File: src/sv/clcd_pkg.sv
// ============================================================================
// clcd_pkg
// Shared types and constants of the character LCD controller shadow.
// ============================================================================
package clcd_pkg;

    localparam int unsigned StoreDepth   = 144;
    localparam int unsigned DisplayDepth = 80;
    localparam int unsigned StoreAw      = $clog2(StoreDepth);

    localparam logic [1:0] KIND_DATA = 2'd0;
    localparam logic [1:0] KIND_CMD  = 2'd1;
    localparam logic [1:0] KIND_READ = 2'd2;

    localparam logic [7:0] LINE1_LAST  = 8'd39;
    localparam logic [7:0] LINE2_FIRST = 8'd64;
    localparam logic [7:0] LINE2_LAST  = 8'd103;
    localparam logic [7:0] LINE2_END   = 8'd104;
    localparam logic [7:0] GLYPH_BASE  = 8'h80;
    localparam logic [7:0] LINE2_SKEW  = 8'd24;
    localparam logic [5:0] SHIFT_LAST  = 6'd39;
    localparam logic [7:0] CHAR_SPACE  = 8'h20;

    localparam int unsigned FL_SCROLL = 0;
    localparam int unsigned FL_UP     = 1;
    localparam int unsigned FL_BLINK  = 2;
    localparam int unsigned FL_CURSOR = 3;
    localparam int unsigned FL_ON     = 4;

    typedef enum logic [1:0] {
        ST_IDLE,
        ST_EXEC,
        ST_RDWAIT,
        ST_OUT
    } t_state;

    typedef struct packed {
        logic load;
        logic exec;
        logic capture;
    } t_dp_cmd;

    typedef struct packed {
        logic is_read;
    } t_dp_sts;

endpackage

File: src/sv/clcd_ctrl.sv
// ============================================================================
// clcd_ctrl
// Sequencer: accept one transfer, execute it, wait for a store read, present.
// ============================================================================
module clcd_ctrl (
    input  logic              i_clk,
    input  logic              i_rst_n,
    input  logic              s_axis_tvalid,
    output logic              s_axis_tready,
    output logic              m_axis_tvalid,
    input  logic              m_axis_tready,
    output clcd_pkg::t_dp_cmd o_cmd,
    input  clcd_pkg::t_dp_sts i_sts
);
    import clcd_pkg::*;

    t_state r_state;
    t_state n_state;

    always_ff @(posedge i_clk) begin
        if (!i_rst_n) begin
            r_state <= ST_IDLE;
        end else begin
            r_state <= n_state;
        end
    end

    always_comb begin
        n_state = r_state;
        unique case (r_state)
            ST_IDLE: begin
                if (s_axis_tvalid) begin
                    n_state = ST_EXEC;
                end
            end
            ST_EXEC: begin
                n_state = i_sts.is_read ? ST_RDWAIT : ST_OUT;
            end
            ST_RDWAIT: begin
                n_state = ST_OUT;
            end
            ST_OUT: begin
                if (m_axis_tready) begin
                    n_state = ST_IDLE;
                end
            end
            default: begin
                n_state = ST_IDLE;
            end
        endcase
    end

    always_comb begin
        s_axis_tready = 1'b0;
        m_axis_tvalid = 1'b0;
        o_cmd         = '0;
        unique case (r_state)
            ST_IDLE: begin
                s_axis_tready = 1'b1;
                o_cmd.load    = s_axis_tvalid;
            end
            ST_EXEC: begin
                o_cmd.exec = 1'b1;
            end
            ST_RDWAIT: begin
                o_cmd.capture = 1'b1;
            end
            ST_OUT: begin
                m_axis_tvalid = 1'b1;
            end
            default: begin
                s_axis_tready = 1'b0;
            end
        endcase
    end

`ifndef NO_ASSERTIONS
    a_no_overlap: assert property (@(posedge i_clk) disable iff (!i_rst_n)
        !(s_axis_tready && m_axis_tvalid))
        else $error("input and output open together");
    a_busy_after_accept: assert property (@(posedge i_clk) disable iff (!i_rst_n)
        (s_axis_tvalid && s_axis_tready) |=> !s_axis_tready)
        else $error("accepted second transfer while busy");
    a_read_waits: assert property (@(posedge i_clk) disable iff (!i_rst_n)
        (o_cmd.exec && i_sts.is_read) |=> (o_cmd.capture && !m_axis_tvalid))
        else $error("read result presented before capture");
`endif

endmodule

File: src/sv/clcd_dp.sv
// ============================================================================
// clcd_dp
// Datapath: address counter, shift, mode flags, store memory and result.
// ============================================================================
module clcd_dp (
    input  logic              i_clk,
    input  logic              i_rst_n,
    input  clcd_pkg::t_dp_cmd i_cmd,
    output clcd_pkg::t_dp_sts o_sts,
    input  logic [1:0]        i_kind,
    input  logic [7:0]        i_data_byte,
    input  logic [7:0]        i_store_index,
    output logic [7:0]        o_panel_byte,
    output logic              o_panel_is_command,
    output logic              o_long_wait,
    output logic [7:0]        o_read_data,
    output logic [7:0]        o_cursor_address,
    output logic [5:0]        o_shift_amount,
    output logic [4:0]        o_flags
);
    import clcd_pkg::*;

    logic [1:0]             r_kind;
    logic [7:0]             r_byte;
    logic [7:0]             r_idx;
    logic [7:0]             r_addr,  n_addr;
    logic [5:0]             r_shift, n_shift;
    logic [4:0]             r_flags, n_flags;
    logic [7:0]             r_panel_byte, n_panel_byte;
    logic                   r_panel_cmd,  n_panel_cmd;
    logic                   r_long_wait,  n_long_wait;
    logic [7:0]             r_read_data;
    logic [7:0]             r_blank;
    logic [StoreDepth-1:0]  r_valid;
    logic [7:0]             mem [StoreDepth];
    logic [7:0]             r_rd_q;
    logic                   r_rd_ok;
    logic [7:0]             r_rd_fill;
    logic                   n_clear;
    logic                   wr_en;
    logic [StoreAw-1:0]     wr_addr;
    logic                   rd_in_range;
    logic [StoreAw-1:0]     rd_addr;

    function automatic logic [7:0] f_norm(input logic [7:0] a);
        logic [7:0] r;
        r = a;
        if (a > LINE1_LAST && a < LINE2_FIRST) begin
            r = LINE2_FIRST;
        end else if (a >= LINE2_END) begin
            r = 8'd0;
        end
        return r;
    endfunction

    function automatic logic [5:0] f_shift_up(input logic [5:0] s);
        return (s >= SHIFT_LAST) ? 6'd0 : s + 6'd1;
    endfunction

    function automatic logic [5:0] f_shift_dn(input logic [5:0] s);
        return (s == 6'd0 || s > SHIFT_LAST) ? SHIFT_LAST : s - 6'd1;
    endfunction

    always_comb begin
        logic up;
        logic [7:0] a;
        up           = r_flags[FL_UP];
        a            = r_addr;
        n_addr       = r_addr;
        n_shift      = r_shift;
        n_flags      = r_flags;
        n_panel_byte = 8'd0;
        n_panel_cmd  = 1'b0;
        n_long_wait  = 1'b0;
        n_clear      = 1'b0;
        wr_en        = 1'b0;
        wr_addr      = '0;
        case (r_kind)
            KIND_DATA: begin
                n_panel_byte = r_byte;
                if (a >= GLYPH_BASE) begin
                    wr_en   = 1'b1;
                    wr_addr = StoreAw'(DisplayDepth) + StoreAw'(a[5:0]);
                    a       = up ? a + 8'd1 : a - 8'd1;
                    n_addr  = GLYPH_BASE | {2'b00, a[5:0]};
                end else begin
                    if (a <= LINE1_LAST) begin
                        wr_en   = 1'b1;
                        wr_addr = StoreAw'(a);
                    end else if (a >= LINE2_FIRST && a <= LINE2_LAST) begin
                        wr_en   = 1'b1;
                        wr_addr = StoreAw'(a - LINE2_SKEW);
                    end
                    if (r_flags[FL_SCROLL]) begin
                        n_shift = up ? f_shift_up(r_shift) : f_shift_dn(r_shift);
                    end
                    if (a <= LINE1_LAST) begin
                        if (up) begin
                            n_addr = (a == LINE1_LAST) ? LINE2_FIRST : a + 8'd1;
                        end else begin
                            n_addr = (a == 8'd0) ? LINE2_LAST : a - 8'd1;
                        end
                    end else begin
                        a = up ? a + 8'd1 : a - 8'd1;
                        if (up && a == LINE2_END) begin
                            a = 8'd0;
                        end else if (!up && a == LINE2_FIRST - 8'd1) begin
                            a = LINE1_LAST;
                        end
                        n_addr = a;
                    end
                end
            end
            KIND_CMD: begin
                n_panel_byte = r_byte;
                n_panel_cmd  = 1'b1;
                if (r_byte[7]) begin
                    n_addr = f_norm({1'b0, r_byte[6:0]});
                end else if (r_byte[6]) begin
                    n_addr = GLYPH_BASE | {2'b00, r_byte[5:0]};
                end else if (r_byte[5]) begin
                    n_addr = r_addr;
                end else if (r_byte[4]) begin
                    if (r_byte[3]) begin
                        n_shift = r_byte[2] ? f_shift_dn(r_shift) : f_shift_up(r_shift);
                    end else begin
                        n_addr = f_norm(r_byte[2] ? r_addr + 8'd1 : r_addr - 8'd1);
                    end
                end else if (r_byte[3]) begin
                    n_flags[FL_ON]     = r_byte[2];
                    n_flags[FL_CURSOR] = r_byte[1];
                    n_flags[FL_BLINK]  = r_byte[0];
                end else if (r_byte[2]) begin
                    n_flags[FL_UP]     = r_byte[1];
                    n_flags[FL_SCROLL] = r_byte[0];
                end else if (r_byte[1]) begin
                    n_addr      = 8'd0;
                    n_shift     = 6'd0;
                    n_long_wait = 1'b1;
                end else if (r_byte[0]) begin
                    n_addr        = 8'd0;
                    n_shift       = 6'd0;
                    n_flags[FL_UP] = 1'b1;
                    n_long_wait   = 1'b1;
                    n_clear       = 1'b1;
                end
            end
            default: begin
                n_panel_byte = 8'd0;
            end
        endcase
    end

    assign rd_in_range = (r_idx < 8'(StoreDepth));
    assign rd_addr     = rd_in_range ? r_idx[StoreAw-1:0] : '0;

    always_ff @(posedge i_clk) begin
        if (i_cmd.load) begin
            r_kind <= i_kind;
            r_byte <= i_data_byte;
            r_idx  <= i_store_index;
        end
        if (i_cmd.exec && wr_en) begin
            mem[wr_addr] <= r_byte;
        end
        if (i_cmd.exec) begin
            r_rd_q       <= mem[rd_addr];
            r_rd_ok      <= rd_in_range && r_valid[rd_addr];
            r_rd_fill    <= (r_idx < 8'(DisplayDepth)) ? r_blank : 8'd0;
            r_panel_byte <= n_panel_byte;
            r_panel_cmd  <= n_panel_cmd;
            r_long_wait  <= n_long_wait;
            r_read_data  <= 8'd0;
        end
        if (i_cmd.capture) begin
            r_read_data <= r_rd_ok ? r_rd_q : r_rd_fill;
        end
    end

    always_ff @(posedge i_clk) begin
        if (!i_rst_n) begin
            r_addr  <= 8'd0;
            r_shift <= 6'd0;
            r_flags <= 5'd0;
            r_blank <= 8'd0;
            r_valid <= '0;
        end else if (i_cmd.exec) begin
            r_addr  <= n_addr;
            r_shift <= n_shift;
            r_flags <= n_flags;
            if (n_clear) begin
                r_blank                    <= CHAR_SPACE;
                r_valid[DisplayDepth-1:0]  <= '0;
            end
            if (wr_en) begin
                r_valid[wr_addr] <= 1'b1;
            end
        end
    end

    assign o_sts.is_read      = (r_kind == KIND_READ);
    assign o_panel_byte       = r_panel_byte;
    assign o_panel_is_command = r_panel_cmd;
    assign o_long_wait        = r_long_wait;
    assign o_read_data        = r_read_data;
    assign o_cursor_address   = r_addr;
    assign o_shift_amount     = r_shift;
    assign o_flags            = r_flags;

`ifndef NO_ASSERTIONS
    a_shift_range: assert property (@(posedge i_clk) disable iff (!i_rst_n)
        r_shift <= SHIFT_LAST)
        else $error("shift out of range");
    a_addr_legal: assert property (@(posedge i_clk) disable iff (!i_rst_n)
        !((r_addr > LINE1_LAST && r_addr < LINE2_FIRST)
          || (r_addr >= LINE2_END && r_addr < GLYPH_BASE)))
        else $error("address counter in a hole");
    a_wait_is_cmd: assert property (@(posedge i_clk) disable iff (!i_rst_n)
        i_cmd.exec |=> (!r_long_wait || r_panel_cmd))
        else $error("long wait without command");
`endif

endmodule

File: src/sv/char_lcd_controller_shadow_top.sv
// ============================================================================
// char_lcd_controller_shadow_top
// Shadow of a two-line character LCD controller with display and glyph stores.
// ============================================================================
// Input channel s_axis: tuser carries the item kind (data write, command,
// store read), tdata carries the byte and the read index. Output channel
// m_axis: one result per input transfer, with the forwarded byte, the
// command flag in tuser, the long-wait flag, the read-back entry and the
// address counter, shift and mode flags as they stand after the item.
// One item is in flight at a time. A data or command transfer passes through
// the execute state to the output state; a store read also passes through a
// read-wait state for the registered memory read port. A new item is accepted
// only after the previous result has been taken. A clear command writes no
// entries: per-entry valid bits and a blank value stand in for the fill.
// Reset clears the address counter, shift, mode flags and all valid bits, so
// both stores read as zero. While m_axis_tready is low the result holds and
// s_axis_tready stays low.
// ============================================================================
module char_lcd_controller_shadow_top (
    input  logic        i_clk,
    input  logic        i_rst_n,
    input  logic        s_axis_tvalid,
    output logic        s_axis_tready,
    input  logic [15:0] s_axis_tdata,   // data_byte[7:0], store_index[15:8]
    input  logic [1:0]  s_axis_tuser,   // kind[1:0]
    output logic        m_axis_tvalid,
    input  logic        m_axis_tready,
    output logic [39:0] m_axis_tdata,   // panel_byte[7:0], long_wait[8],
                                        // read_data[16:9], cursor_address[24:17],
                                        // shift_amount[30:25], screen_on[31],
                                        // cursor_visible[32], cursor_blinks[33],
                                        // step_up[34], auto_scroll[35], zero[39:36]
    output logic        m_axis_tuser    // panel_is_command[0]
);
    import clcd_pkg::*;

    t_dp_cmd    cmd;
    t_dp_sts    sts;
    logic [7:0] panel_byte;
    logic       long_wait;
    logic [7:0] read_data;
    logic [7:0] cursor_address;
    logic [5:0] shift_amount;
    logic [4:0] flags;

    clcd_ctrl u_ctrl (
        .i_clk         (i_clk),
        .i_rst_n       (i_rst_n),
        .s_axis_tvalid (s_axis_tvalid),
        .s_axis_tready (s_axis_tready),
        .m_axis_tvalid (m_axis_tvalid),
        .m_axis_tready (m_axis_tready),
        .o_cmd         (cmd),
        .i_sts         (sts)
    );

    clcd_dp u_dp (
        .i_clk              (i_clk),
        .i_rst_n            (i_rst_n),
        .i_cmd              (cmd),
        .o_sts              (sts),
        .i_kind             (s_axis_tuser),
        .i_data_byte        (s_axis_tdata[7:0]),
        .i_store_index      (s_axis_tdata[15:8]),
        .o_panel_byte       (panel_byte),
        .o_panel_is_command (m_axis_tuser),
        .o_long_wait        (long_wait),
        .o_read_data        (read_data),
        .o_cursor_address   (cursor_address),
        .o_shift_amount     (shift_amount),
        .o_flags            (flags)
    );

    assign m_axis_tdata = {4'b0000,
                           flags[FL_SCROLL], flags[FL_UP], flags[FL_BLINK],
                           flags[FL_CURSOR], flags[FL_ON],
                           shift_amount, cursor_address, read_data,
                           long_wait, panel_byte};

`ifndef NO_ASSERTIONS
    a_hold_result: assert property (@(posedge i_clk) disable iff (!i_rst_n)
        (m_axis_tvalid && !m_axis_tready) |=> $stable(m_axis_tdata))
        else $error("result changed while stalled");
    a_read_only_zero: assert property (@(posedge i_clk) disable iff (!i_rst_n)
        (m_axis_tvalid && m_axis_tuser) |-> (m_axis_tdata[16:9] == 8'd0))
        else $error("read data on a command result");
    a_one_result: assert property (@(posedge i_clk) disable iff (!i_rst_n)
        (m_axis_tvalid && m_axis_tready) |=> !m_axis_tvalid)
        else $error("result repeated");
`endif

endmodule
File: config.mk
export PLATFORM = sky130hd
export DESIGN_NAME = char_lcd_controller_shadow_top
export DESIGN_NICKNAME = d
export VERILOG_FILES = /design/src/sv/clcd_pkg.sv /design/src/sv/clcd_ctrl.sv /design/src/sv/clcd_dp.sv /design/src/sv/char_lcd_controller_shadow_top.sv
export SDC_FILE = /design/constraint.sdc
export NUM_CORES = 2
export LEC_CHECK = 0
export CORE_MARGIN = 4
export CORE_UTILIZATION = 45
export CTS_CLUSTER_DIAMETER = 200
export DETAILED_ROUTE_END_ITERATION = 6
export DONT_BUFFER_PORTS = 1
export SLEW_MARGIN = 5
export SYNTH_ARGS = -nofsm -noshare
export SYNTH_HDL_FRONTEND = slang
export SYNTH_SLANG_ARGS = --single-unit
export TNS_END_PERCENT = 10
File: constraint.sdc
create_clock -name i_clk -period 6.4 [get_ports i_clk]
set_input_delay 0.96 -clock i_clk [delete_from_list [all_inputs] [get_ports i_clk]]
set_output_delay 0.96 -clock i_clk [all_outputs]
set_load 0.005 [all_outputs]
==> results.md <==
- PnR worst setup slack: between 1000 and 1500 ps
- Initial DRT Pass Iterations: 6
- Most used DFF post-synth: edfxtp_1
- Finished layout cell area: between 60,000 and 70,000 sq um
- WL final: 166,000 um
- Pwr/cell area: roughly 390 nW/um^2
- Hold Vio Cnt, Final: 0
- RSZ-0062 raised after global routing: no
- Routing usage on met1: 0.354
- H-tree depth: 4
- DRT antenna net count: 0
- Vias: about 36,000
- Gr busiest metal: met2
- Chip width: approximately 360 um
- NumNets Final: 4,156
- Io pins: 65
- Worst setup SP type: flop
- Initial core utilization: 0.455
- Clock share of power: 0.349
- TritonCTS buffer count: 143
- Cell variety after synth: 75
- Setup violations, final: 0
- YS warnings: 0
- DP HPWL: approximately 100,000 um
- Mean routed wirelength per cell: between 20 and 30 um
- Global-route met2 utilization: 0.386
- TritonCTS clock tree: built
- EDFF count, synth: approximately 1,200
- Met3 GRT Util: 0.0514
- Logic pwr share: 0.212
- Share of post-route cells with drive strength above 1: 0.0889
- # rows: ~130
- Critical path type: reg2reg
- Ys async rst share: 0
- Resize count post-CTS: 0
- CP arrival: around 5500 ps
- Largest net degree at the start of global routing: around 160
- Synthesized area: approximately 56,000 sq um
- Routability cong.: roughly 0.9
- Worst-Skew Late Latency: roughly 740 ps
- Chip Height: between 300 and 400 um
- Final period util: 0.786
- Port Buf Inserts: 0
- Maximum vdd drop: roughly 0.00039 V
- Hold_buf cts: 0
- Inst Count DP: around 5,600
- Postcts setup bufs: 0
- Hold Slack: approximately 300 ps
- DP Area: 57,200 sq um
- Slew Limit Fails: 0
- First-pass GRT wire length: around 240,000 um
- Die area: ~130,000 sq um
- Clk sink count: 1,364
- Status: finished clean
- Switching share of total power: 0.309
- Internal power: between 15 and 20 mW
- Total Negative Setup Slacks: 0 ps
- Worst-margin pin slew: around 1300 ps
- GRT Util Overall: 0.251
- Final min period: roughly 5000 ps
- Register area share after synthesis: 0.707
- Vias in the first global route: 34,192
- Total leakage power: 20.3 nW
- Worst slew margin: 0.100
- Clock transition at path regs: 60 ps
- Synthesis-stage register bit count: between 1,000 and 1,500
- Total gr overflow: 0
- DRC errors left: 0
- Critical path capture point type: flop
- Initial antenna violation count: 14
- CP Max Fanout: 22
- Tightest Hold Check Type: in2reg
- Sequential power share: 0.439
- Fmax: between 150 and 200 MHz
- Max-cap violations: 0
- Core area: between 100,000 and 150,000 sq um
- Clk root buf: clkbuf_16
- Initial DRC count: 4,862
- Psw: about 7.4 mW
- Setup WS pre-CTS: between 1500 and 2000 ps
- Synthesized area per cell: 13.3 sq um
- Non-Filler Instances: 5,858
- Clk buf depth: 3
- Via/cell ratio: 6.15
- Clk_skew: around 25 ps
- CP Data Required Time: about 6900 ps
- Mapped Cells: 4,167
- Layout fillers: a little over 10,000
- Area grow syn2layout: 11.5%
==> sequential cells by signal, indices dropped and copies added (netlist names), 2 cells and up <==
name	count
u_dp.r_kind	2
u_dp.o_cursor_address	8
u_dp.r_idx	8
u_dp.o_panel_byte	8
u_ctrl.r_state	2
u_dp.mem	1152
u_dp.r_valid	144
u_dp.o_shift_amount	6
u_dp.o_read_data	8
u_dp.o_flags	5
u_dp.r_rd_q	8
u_dp.r_byte	8
==> synth_stat cells (44+ instances only) <==
cell      count  area share
edfxtp_1   1198        0.65
nand2_1     654       0.044
mux2i_1     263       0.047
nor2_1      253       0.017
o21ai_0     203       0.018
a21oi_1     201       0.018
clkbuf_1    167       0.011
dfxtp_1     166       0.060
nand3_1     120       0.011
buf_2        71      0.0064
a31oi_1      70      0.0079
nor3_1       67      0.0060
a211oi_1     52      0.0070
a221oi_1     48      0.0076
o21a_1       48      0.0065
and3_1       44      0.0050
mux2_2       44      0.0089
==> logic make-up after synthesis <==
| logic type | count (synthesis) | share of synthesized area |
|---|---|---|
| compound gates | 875 | 0.103 |
| xor+xnor | 19 | 0.00299 |
| fa+ha+maj | 17 | 0.00383 |
| buf+inv | 309 | 0.0247 |
| flops | 1364 | 0.707 |
| mux | 314 | 0.0591 |
| other cells | 1 | 0.0000675 |
| simple gates | 1268 | 0.0988 |
==> critical path: stages, from the launching register on <==
cell and delay, ps:
edfxtp_1 590, o31ai_4 730, buf_4 440, nand2_1 680, nor2_1 910, buf_4 300
a31oi_1 90, and3_1 270, a221oi_1 540, o31ai_1 150
==> power by group through the flow <==
stage	clock, mW	combinational [mW]	sequential [mW]
after floorplan	0	2.90	10.8
after global placement	0	5.00	10.7
after detailed placement	0	5.01	10.7
after CTS	8.45	5.03	10.5
after global routing	8.85	5.38	10.5
final	8.37	5.09	10.5
==> layout by cell type (no fill, tap or decap), types with 21 or more instances in the layout <==
master     netlist  layout
clkbuf_16        0     151
nand4_1         21      21
clkbuf_1       167      21
edfxtp_1      1198    1198
buf_4           23      73
a22oi_1         32      32
o221ai_1        36      36
o21a_1          48      48
dfxtp_1        166     166
a211oi_1        52      52
clkinv_1         3      29
o21ai_0        203     203
mux2i_1        263     263
clkinv_2         0      25
nor2_1         253     252
nor2b_1         28      28
nor3_1          67      67
o22ai_1         37      37
a31oi_1         70      70
mux2_2          44      44
and3_1          44      44
nand2_1        654     649
a221oi_1        48      48
nand3_1        120     120
a21oi_1        201     201
==> per-stage QoR <==
| stage | utilization | power (mW) |
|---|---|---|
| detailed placement | 0.468 | 15.7 |
| floorplan | - | 13.7 |
| global placement | 0.468 | 15.7 |
| finish | 0.507 | 24.0 |
| CTS | 0.507 | 24.0 |
| global route | 0.507 | 24.8 |
==> cell type report <==
type / instances / area, sq um / share of cell area
flip-flops and latches: 1364 / 39300 / 0.634
multi-input cells: 2497 / 15000 / 0.241
clock buffers: 179 / 3950 / 0.0638
well taps: 1625 / 2030 / 0.0328
repair buffers: 89 / 868 / 0.0140
clock inverters: 77 / 748 / 0.0121
inverters: 22 / 85.1 / 0.00137
diodes: 5 / 12.5 / 0.000202
==> layer usage <==
layer  vias up  wire length, um
met4        10             5930
met5         -               69
met2      1796            76100
li1      15686                -
met3       310            15300
met1     18217            68800
==> path summary, 6_finish.rpt <==
path,from,end,slack (ps),cells after the start
setup / recovery,u_dp.r_idx[4],u_dp.r_rd_q[5],1370,9
hold / removal,s_axis_tdata[12],u_dp.r_idx[4],300,0
setup reg to reg,u_dp.r_idx[4],u_dp.r_rd_q[5],1370,9
hold reg to reg,u_dp.r_valid[77],u_dp.r_valid[77],450,2
No activity file was read; power rests on OpenSTA's default activity.
